[config.mk]
export PLATFORM = sky130hd
export DESIGN_NAME = bmcs_ram
export DESIGN_NICKNAME = d
export VERILOG_FILES = /design/src/hw/rtl/bmcs_ram.sv
export SDC_FILE = /design/constraint.sdc
export NUM_CORES = 1
export LEC_CHECK = 0
export BUFFER_PORTS_ARGS = -buffer_cell sky130_fd_sc_hd__buf_2
export CAP_MARGIN = 20
export CORE_MARGIN = 2
export CORE_UTILIZATION = 40
export DETAILED_ROUTE_END_ITERATION = 8
export HOLD_SLACK_MARGIN = 0.06
export PLACE_DENSITY = 0.54
export SKIP_LAST_GASP = 1
export SYNTH_ARGS = -nofsm -noshare
export SYNTH_HDL_FRONTEND = slang
export SYNTH_SLANG_ARGS = --single-unit
[constraint.sdc]
create_clock -name clk -period 4.85 [get_ports clk]
set_clock_uncertainty 0.2 [all_clocks]
set_input_delay 1.455 -clock clk [delete_from_list [all_inputs] [get_ports clk]]
set_output_delay 1.455 -clock clk [all_outputs]
set_load 0.05 [all_outputs]
[src/hw/rtl/bmcs_ram.sv]
// ----------------------------------------------------------------------------
// bmcs_ram - generic simple dual-port RAM
// One write port, one read port, read data registered.
// ----------------------------------------------------------------------------
module bmcs_ram #(
  parameter int WIDTH = 2,
  parameter int DEPTH = 64
) (
  input  logic                     clk,
  input  logic                     wr_en,
  input  logic [$clog2(DEPTH)-1:0] wr_addr,
  input  logic [WIDTH-1:0]         wr_data,
  input  logic [$clog2(DEPTH)-1:0] rd_addr,
  output logic [WIDTH-1:0]         rd_data
);

  logic [WIDTH-1:0] mem [DEPTH];

  // Write port and registered read port
  always_ff @(posedge clk) begin
    if (wr_en) begin
      mem[wr_addr] <= wr_data;
    end
    rd_data <= mem[rd_addr];
  end

endmodule

Yosys cells after proc, flatten, opt, wreduce, memory -nomap -nowiden
Memory sizes are Yosys's and may differ from the RTL's. A register that Yosys moved wholly into a read port is not among the register bits. Index checks and enable logic that the tools add are counted.

Muxes and demuxes: 2.

Operator list (number): $mux 1 (2).

Register bits after elaboration: 0. RAM bits: 128. Bits of input ports: 16. Output and inout port bits: 2. Logic and storage cells: 3. Memories: 1.

Memory list: mem (depth 64, bits a word 2, rd ports 1, clocked after memory_dff 1, write ports 1, line 17) `logic [WIDTH-1:0] mem [DEPTH];`.

Longest topological paths before layout
Depth in word-level cells: 2. Mapped depth: 7. Depth with buffers taken out: 5.

Worst setup path before layout
No wires, ideal clock.

Kind: input port to flip-flop. From: in rd_addr[0]. To: reg rd_data[0] (read register of mem). Setup time: 0.120 ns. Arrival: 2.813 ns. Data required time: 4.530 ns. Slack: 1.718 ns. Stages on the path: 7. Buffers on the path: 2. Path through: buf_6 > buf_6 > mux4_2 > a22oi_1 > a21o_1 > a21oi_1 > a211o_1.

RTL lines: from (decl) (line 13) `input logic [$clog2(DEPTH)-1:0] rd_addr,`; to (decl) (line 14) `output logic [WIDTH-1:0] rd_data`.

==> impl_metrics.yaml <==
final_layout:
  syn2layout_area_growth_pct: 14.4
  diodes: 0
  final_layout_size_suffix_gt1_frac: 0.209
  layout.cell_area.non_filler_um2: 6180
  design.final.nets: 364
logic_synthesis:
  netlist.top_cell.by_area: "sky130_fd_sc_hd__edfxtp_1"
  synthArstFlopShare: 0
  synth_top_flop_cell: "sky130_fd_sc_hd__edfxtp_1"
  post_synth_most_frequent_cells: "sky130_fd_sc_hd__edfxtp_1, sky130_fd_sc_hd__nor2_1, sky130_fd_sc_hd__mux4_2"
  synth_seq_cells: 130
  synthesis.nets: 340
  synthTopCellsByArea: "sky130_fd_sc_hd__edfxtp_1, sky130_fd_sc_hd__mux4_2, sky130_fd_sc_hd__nor2_1"
  ys_types: 37
  syn_area_um2: 5400
  netlist_instances: 324
  synth.avg_cell_area_um2: 16.7
  synth_enable_flop_cells: 128
  synth.most_common_cell: "sky130_fd_sc_hd__edfxtp_1"
  seq_area_frac_synth: 0.720
  synth_largest_type_area_fraction: 0.712
  yosys_warnings: 0
route:
  detail_route.first_pass.iterations: 4
  drcViolationCount: 0
  drt-initial-drc-count: 223
  vias: 2913
  ant_nets: 0
  vias_per_cell: 5.46
  routed_wirelength_um: 11400
  wire_length_per_cell_after_detailed_routing_um: 21.4
sta:
  final-max-slew-violation-count: 0
  fmax_ghz: 0.300
  final_hold_vio_count: 0
  finalWorstPathRequiredPeriod_ns: 3.33
  layout_worst_path_cycle_share: 0.687
  setup_repair_after_global_routing_missed_its_margin: "false"
  worstMarginPinSlew_ns: 0.700
  whs_ns: 0.682
  timing.max_slew.rel_slack: 0.533
  timing.setup.tns_ns: 0
  setup_viol_count_final: 0
placed_design:
  place_congestion: 0.742
  buffer_ports.inserted: 17
  detailed_place.area_um2: 5630
  post-dp-hpwl_um: 7220
clocking:
  clk-insertion-delay-late_ns: 0.41
  max-clock-path-buffers: 2
  ctsResizeCount: 0
  post_cts.repair.setup_buffers: 0
  root_buffer: "sky130_fd_sc_hd__clkbuf_16"
  tritoncts: "done"
  cts.hold.buffers_added: 0
  worst_setup_hold_path_clk_slew_ns: 0.05
  cts_inserted_buffers: 17
  htree_num_levels: 4
  tritoncts_num_sinks: 130
critical_path:
  crit_path_end_kind: "register"
  worst-path-max-fanout: 16
  critical_path_required_ns: 4.94
  worst-endpoint-arrival_ns: 3.43
  setup_cp_type: "in2reg"
  worst_setup_path_start_kind: "input port"
  reg2regPathDepth: 5
die:
  floorplan_die_width_um: 120
  design.die.area_um2: 14400
  std_cell_rows: 42
  io_pins: 18
  fp.coreArea_um2: 13200
  chip_height_um: 120
  floorplan.initialDensity: 0.409
run_status:
  result_of_the_run: "finished, final reports clean"
power:
  cellLeakagePower_nw: 1.93
  total_power_mw: 2.49
  peakVddDrop_mv: 0.276
  power.density_nw_per_um2: 403
global_routing:
  global_route.overflow_total: 0
  first_global_vias: 3096
  grt_max_degree: 65
  initial_antenna_violation_count: 0
  grt.total_usage: 0.176
  grt_pass1_wl_um: 18200
worst_hold_path:
  hold_path_depth: 5
  hold_class: "reg2reg"
run:
  max_cap_viol_count: 0
[registers in the layout, summed over array words and instances (netlist names)]
name     count
rd_data      2
mem        128
[critical path: stages]
cell and delay (ns):
sky130_fd_sc_hd__buf_2 0.45, sky130_fd_sc_hd__buf_4 0.38, sky130_fd_sc_hd__mux4_2 0.54, sky130_fd_sc_hd__a22oi_1 0.16, sky130_fd_sc_hd__a21o_1 0.13, sky130_fd_sc_hd__a21oi_1 0.07
sky130_fd_sc_hd__a211o_1 0.24
[kinds of logic after synthesis]
group                  after synthesis  synth area share
AO/OA/AOI/OAI                       25            0.0341
AND/OR/NAND/NOR                    116            0.0962
multiplexers                        35             0.132
buffers and inverters               18            0.0178
flip-flops                         130             0.720
[where the power goes]
group	leakage, nW	internal, mW	total [mW]	switching, mW
sequential	1.17	1.24	1.25	0.00253
clock	0.246	0.681	1.10	0.423
combinational	0.516	0.0496	0.138	0.0884
total	1.93	1.98	2.49	0.514
[worst paths after layout]
kind | from | to | slack [ns]
max | rd_addr[0] | rd_data[0]$_DFF_P_ | 1.52
min | mem[24][1]$_DFFE_PP_ | rd_data[1]$_DFF_P_ | 0.68
max reg2reg | mem[55][0]$_DFFE_PP_ | rd_data[0]$_DFF_P_ | 2.88
min reg2reg | mem[24][1]$_DFFE_PP_ | rd_data[1]$_DFF_P_ | 0.68
[cells in the final DEF, fill, tap and decap left out, drive strengths merged, types with 2 or more instances in the layout]
master and count:
a21o 2, a21oi 2, a22o 2, a22oi 6, a311oi 3, buf 22, clkbuf 19, clkinv 8
dfxtp 2, edfxtp 128, mux2i 5, mux4 29, nand2 14, nand2b 4, nand3 7, nand3b 4
nand4 2, nor2 70, nor2b 7, nor3 2, o21ai 3
[metal layers]
metal | up-vias | global-route usage | part of all wire
li1 | 1320 | - | -
met1 | 1514 | 0.230 | 0.45
met2 | 62 | 0.283 | 0.50
met3 | 17 | 0.0456 | 0.042
met4 | 0 | 0.0640 | 0.016
met5 | - | 0 | 0
[stage by stage]
stage,util,cells,worst slack (ns)
2_1_floorplan,-,324,1.72
3_3_place_gp,0.427,503,1.07
3_5_place_dp,0.427,503,1.05
4_1_cts,0.465,532,1.47
5_1_grt,0.468,534,1.32
6_report,0.468,534,1.52
[layout make-up]
class / count / area [um^2]
clock buffer: 19 / 433
clock inverter: 10 / 71.3
fill: 1127 / 7010
inverter: 1 / 3.75
multi-input combinational: 176 / 1420
sequential: 130 / 3880
tap: 176 / 220
timing repair buffer: 22 / 148
Power figures use the tool's default switching activity.
