## src/hw/rtl/bmcs_pkg.sv

```systemverilog
// ----------------------------------------------------------------------------
// bmcs_pkg - shared types and constants of the bracket completion scorer
// Field widths, bracket character codes, kind decoders and sequencer states.
// ----------------------------------------------------------------------------
package bmcs_pkg;

  localparam int SYMBOL_W        = 8;
  localparam int SCORE_W         = 64;
  localparam int COUNT_W         = 7;
  localparam int KIND_W          = 2;
  localparam int DEF_STACK_DEPTH = 64;
  localparam int COUNT_MAX       = 127;

  // Bracket characters
  localparam logic [SYMBOL_W-1:0] CH_PAREN_OPEN  = 8'h28;  // (
  localparam logic [SYMBOL_W-1:0] CH_PAREN_CLOSE = 8'h29;  // )
  localparam logic [SYMBOL_W-1:0] CH_SQ_OPEN     = 8'h5B;  // [
  localparam logic [SYMBOL_W-1:0] CH_SQ_CLOSE    = 8'h5D;  // ]
  localparam logic [SYMBOL_W-1:0] CH_CURLY_OPEN  = 8'h7B;  // {
  localparam logic [SYMBOL_W-1:0] CH_CURLY_CLOSE = 8'h7D;  // }
  localparam logic [SYMBOL_W-1:0] CH_ANGLE_OPEN  = 8'h3C;  // <
  localparam logic [SYMBOL_W-1:0] CH_ANGLE_CLOSE = 8'h3E;  // >

  // Kind codes held on the stack
  localparam logic [KIND_W-1:0] KIND_PAREN = 2'd0;
  localparam logic [KIND_W-1:0] KIND_SQ    = 2'd1;
  localparam logic [KIND_W-1:0] KIND_CURLY = 2'd2;
  localparam logic [KIND_W-1:0] KIND_ANGLE = 2'd3;

  typedef struct packed {
    logic              hit;
    logic [KIND_W-1:0] kind;
  } kind_dec_t;

  typedef enum logic [1:0] {
    S_IDLE,
    S_CMP,
    S_WALK,
    S_FIN
  } bmcs_state_t;

  // Decode an opening bracket
  function automatic kind_dec_t open_decode(input logic [SYMBOL_W-1:0] ch);
    kind_dec_t d;
    d.hit  = 1'b1;
    d.kind = KIND_PAREN;
    case (ch)
      CH_PAREN_OPEN: d.kind = KIND_PAREN;
      CH_SQ_OPEN:    d.kind = KIND_SQ;
      CH_CURLY_OPEN: d.kind = KIND_CURLY;
      CH_ANGLE_OPEN: d.kind = KIND_ANGLE;
      default:       d.hit  = 1'b0;
    endcase
    return d;
  endfunction

  // Decode a closing bracket
  function automatic kind_dec_t close_decode(input logic [SYMBOL_W-1:0] ch);
    kind_dec_t d;
    d.hit  = 1'b1;
    d.kind = KIND_PAREN;
    case (ch)
      CH_PAREN_CLOSE: d.kind = KIND_PAREN;
      CH_SQ_CLOSE:    d.kind = KIND_SQ;
      CH_CURLY_CLOSE: d.kind = KIND_CURLY;
      CH_ANGLE_CLOSE: d.kind = KIND_ANGLE;
      default:        d.hit  = 1'b0;
    endcase
    return d;
  endfunction

endpackage

```

## src/hw/rtl/bmcs_mac5.sv

```systemverilog
// ----------------------------------------------------------------------------
// bmcs_mac5 - shared score step unit
// Forms acc*5 + kind + 1 modulo 2^64 and flags a carry out of 64 bits.
// ----------------------------------------------------------------------------
module bmcs_mac5
  import bmcs_pkg::*;
(
  input  logic [SCORE_W-1:0] acc_i,
  input  logic [KIND_W-1:0]  kind_i,
  output logic [SCORE_W-1:0] acc_o,
  output logic               carry_o
);

  localparam int EXT_W = SCORE_W + 3;

  logic [EXT_W-1:0] acc_ext;
  logic [EXT_W-1:0] sum;

  // Times five as shift plus add, then add the digit
  assign acc_ext = EXT_W'(acc_i);
  assign sum     = (acc_ext << 2) + acc_ext + EXT_W'(kind_i) + EXT_W'(1);
  assign acc_o   = sum[SCORE_W-1:0];
  assign carry_o = |sum[EXT_W-1:SCORE_W];

endmodule

```

## config.mk

```make
export PLATFORM = sky130hd
export DESIGN_NAME = bmcs_mac5
export DESIGN_NICKNAME = d
export VERILOG_FILES = /design/src/hw/rtl/bmcs_pkg.sv /design/src/hw/rtl/bmcs_mac5.sv
export SDC_FILE = /design/constraint.sdc
export NUM_CORES = 1
export LEC_CHECK = 0
export ABC_AREA = 1
export BUFFER_PORTS_ARGS = -buffer_cell sky130_fd_sc_hd__buf_2
export CORE_MARGIN = 2
export CORE_UTILIZATION = 35
export DETAILED_ROUTE_END_ITERATION = 8
export SLEW_MARGIN = 20
export SYNTH_ARGS = -nofsm -noshare
export SYNTH_HDL_FRONTEND = slang
export SYNTH_SLANG_ARGS = --single-unit
```

## constraint.sdc

```tcl
create_clock -name vclk -period 3.75
set_clock_uncertainty 0.2 [all_clocks]
set_input_delay 0 -clock vclk [all_inputs]
set_output_delay 0 -clock vclk [all_outputs]
set_load 0.05 [all_outputs]
```

Word level (Yosys, flattened, before mapping)
Cells that the tools add are included.
Storage, ports and cells
  latch bits: 0
  memories kept: 0
  memory bits (read-only): 0
  RAM bits: 0
  logic and storage cells: 4
  bits of input ports: 66
  register bits: 0
Cells by class
  equal/unequal tests: 0
  magnitude comparators: 0
  bitwise logic cells: 0
  $add $sub $neg: 3
  $mul: 0
  reductions and logical operators: 1
  shift operators: 0
  mux-type cells: 0
  div/mod/pow operators: 0
Operators by type and width (number)
  $add A66 B64 Y67: 1
  $add A67 B1 Y67 const B: 1
  $add A67 B2 Y67: 1
  $reduce_or A3 Y1: 1

Longest topological paths before layout
  depth in word-level cells: 4
  gate-level depth with buffers: 19
  mapped depth without buffers: 19

Worst setup path after synthesis
No wires, ideal clock.
  path kind: input to output
  start: input port acc_i[0]
  end: output port acc_o[46]
  arrival time: 2.145 ns
  stages: 14
  setup slack: 1.405 ns
  buffers on the path: 0
  required time: 3.550 ns
  path through: inv_1 ha_1 inv_1 fa_1 nand2_1 nand2_1 and2_4 a21oi_4 o21ai_2 nand2_1 nand2_1 nand2_1 nand2_1 xor2_1
On the way
  cells in the longest elaborated chain, start to end: 3
Ends and longest elaborated chain
  from (decl): line bmcs_mac5.sv:8  | input logic [SCORE_W-1:0] acc_i,
  $add A66 B64 Y67: line bmcs_mac5.sv:21  | assign sum = (acc_ext << 2) + acc_ext + EXT_W'(kind_i) + EXT_W'(1);
  $add A67 B2 Y67: line bmcs_mac5.sv:21
  $add A67 B1 Y67: line bmcs_mac5.sv:21
  to (decl): line bmcs_mac5.sv:10  | output logic [SCORE_W-1:0] acc_o,
No other way between the ends.

Worst setup path in the final report
  start: input port acc_i[0]
  end: output port acc_o[28]
Same word-level chain as after synthesis.

==> key figures <==
Clock tree
  – CTS resizes: 0
  – Post-CTS setup buffers: 0
  – Hold buffers post-CTS: 0

Synthesis
  – Ys Warns: 0
  – Top cells by area, synth: nand2_1 (25%), ha_1 (16%), inv_1 (13%)
  – Post-Syn Area: approximately 5200 µm²
  – Synth cell types: 32
  – Cells after Synth: 1028
  – Top cell type's share of synthesized area: about a quarter
  – Cell taking the most area after synthesis: nand2_1
  – Synth Area per Inst: 5.02 µm²
  – Sequential area share after synthesis: 0%
  – Post-Syn Nets: 1159

Power and ir drop
  – Sw Share: around 74%
  – Comb power frac: 100.0%
  – VDD IR max: between 0.1 and 0.15 mV
  – Power Total: roughly 1.6 mW
  – Internal: slightly above 0.4 mW
  – Sequential power share: 0%
  – Power share of the clock group: 0%
  – Leakage power: 3.47 nW
  – PD cells: 265 nW/µm²
  – Switching power: about 1.2 mW

Setup path
  – Kind of cell adding the most delay to the critical path: adder cells
  – CP Cell Sequence: buf_2, inv_1, ha_1, inv_1, fa_1, nand2_1, nand2_1, nand3_1, nand2_2, a21oi_1, o21ai_2, nand2_1, nand2_2, xor2_1, buf_2
  – Slowest cell on crit path: fa_1
  – Critical path class: in -> out
  – CP Max Fanout: 4
  – Max stage delay on crit path: about 520 ps
  – Critical Path End Type: primary output
  – Cell mode on critical path: nand2_1
  – CP bufs+invs: 4
  – Arrival @ worst endpoint: between 2000 and 2500 ps
  – CP required: ~3600 ps
  – CP startpoint kind: input port

STA
  – Final setup vio count: 0
  – Post-route minimum period: about 2600 ps
  – Final worst slack: around 1100 ps
  – Final Max Tran Viols: 0
  – Unrepaired setup endpoints after global routing: no
  – Slew headroom: 69.1%
  – Fmax: approximately 380 MHz
  – Final Cycle Share: a little under 70%
  – Setup TNS Final: 0 ps
  – Final hold slack: roughly 280 ps
  – Fin. Hold Viols: 0
  – Worst-Margin Slew: between 400 and 500 ps

Finish
  – Sequential cell count: 0
  – Commonest non-fill, non-tap cell in the layout: nand2_1
  – Final Cell Area: approximately 6000 µm²
  – Synthesis-to-finish area growth: 17.2%
  – Final core occ: 41.8%
  – ANT cells: 0
  – Highest-count cells in the layout ignoring fill and taps: nand2_1 (341), inv_1 (179), nor2_1 (147)
  – Fillcell total: between 1500 and 2000
  – Non-filler instance count after layout: ~1300
  – Layout cells sized above 1: 13.8%
  – Number of nets in the layout: 1292
  – Register area: 0 µm²
  – Layout clock buffers: 0

Worst hold path
  – Startpoint of the worst hold path: kind_i[0]
  – Hold Crit Endpoint: acc_o[0]
  – Hold WC Path Type: in -> out
  – Hold Path Stages: 5

Floorplanning
  – Core Footprint: approximately 14000 µm²
  – Horiz. Die Dim: ~130 µm
  – # IOs: roughly 130
  – Die Span Y: around 130 µm
  – Initial core utilization: a little over a third
  – FP Rows: between 40 and 50
  – DIE AREA: 15700 µm²

Placed design
  – Routability cong.: roughly 0.97
  – Post-Place Cells: 1343
  – Post-DP HPWL: roughly 18 mm
  – PortBufs: between 100 and 150
  – Placed cell area: around 6000 µm²
  – Worst slack at placement: ~1200 ps

Route
  – DRT Pass-1 Iters: 7
  – Via count: about 6700
  – Avg WL per Cell: approximately 15 µm
  – Total Routed Length: 20.0 mm
  – 1st-iter DRT viols: between 500 and 600
  – Vias/cell: approximately 5.0
  – Remaining DRCs: 0
  – Antenna Nets Post-Route: 0

Global routing
  – Gr ovfl total: 0
  – Largest net degree at the start of global routing: 8
  – Initial antenna violation count: 0
  – Vias in the first global route: slightly above 6000
  – First-pass GRT wire length: 31.4 mm
  – Total Routing Usage GR: around 24%

Outcome
  – Status: completed

Flow run
  – Max-cap check violation count: 0
## final cells by class
cell class                 instances  area, µm²  area share (%)
tap                              184        230            3.81
multi-input combinational        849       4490            74.2
inverter                         179        672            11.1
timing repair buffer             131        656            10.8
## per-layer routing
layer,global-route usage (%),wire [µm]
met3,2.18,1300
met2,39.0,8450
met1,35.5,9790
met5,0,0
met4,5.16,512
## logic make-up after synthesis
group                      share of synthesized area (%)
and+or+nand+nor                                     47.0
AOI/OAI and AO/OA                                   17.3
adders and majority gates                           15.9
xor gates and xnor gates                            6.79
buffers and inverters                               13.0
## cell usage after synthesis (all sizes together)
library cell and instances:
a21oi 85, nand3b 1, inv 179, nor3 17
ha 64, o211ai 1, or2 2, nor4 6
a21boi 2, nand3 49, nor2 151, o21a 1
and2 2, xor2 34, xnor2 6, nand4 11
nand2 354, o21bai 23, fa 1, a21o 10
o2111ai 2, o21ai 27
## power by group through the flow
| stage | logic, mW | registers, mW | clock network [mW] |
|---|---|---|---|
| floorplan | 1.17 | 0 | 0 |
| global placement | 1.60 | 0 | 0 |
| detailed placement | 1.59 | 0 | 0 |
| CTS | 1.60 | 0 | 0 |
| global route | 1.72 | 0 | 0 |
| finish | 1.60 | 0 | 0 |
## how the worst max path moves through the flow
stage,to,slack [ps],from,cells past startpoint
floorplan,acc_o[46],1410,acc_i[0],14
global placement,acc_o[28],1150,acc_i[0],15
detailed placement,acc_o[28],1150,acc_i[0],15
CTS,acc_o[28],1120,acc_i[0],15
global route,acc_o[28],970,acc_i[0],15
finish,acc_o[28],1140,acc_i[0],15
Note: power is estimated with default switching activity, not from simulation.
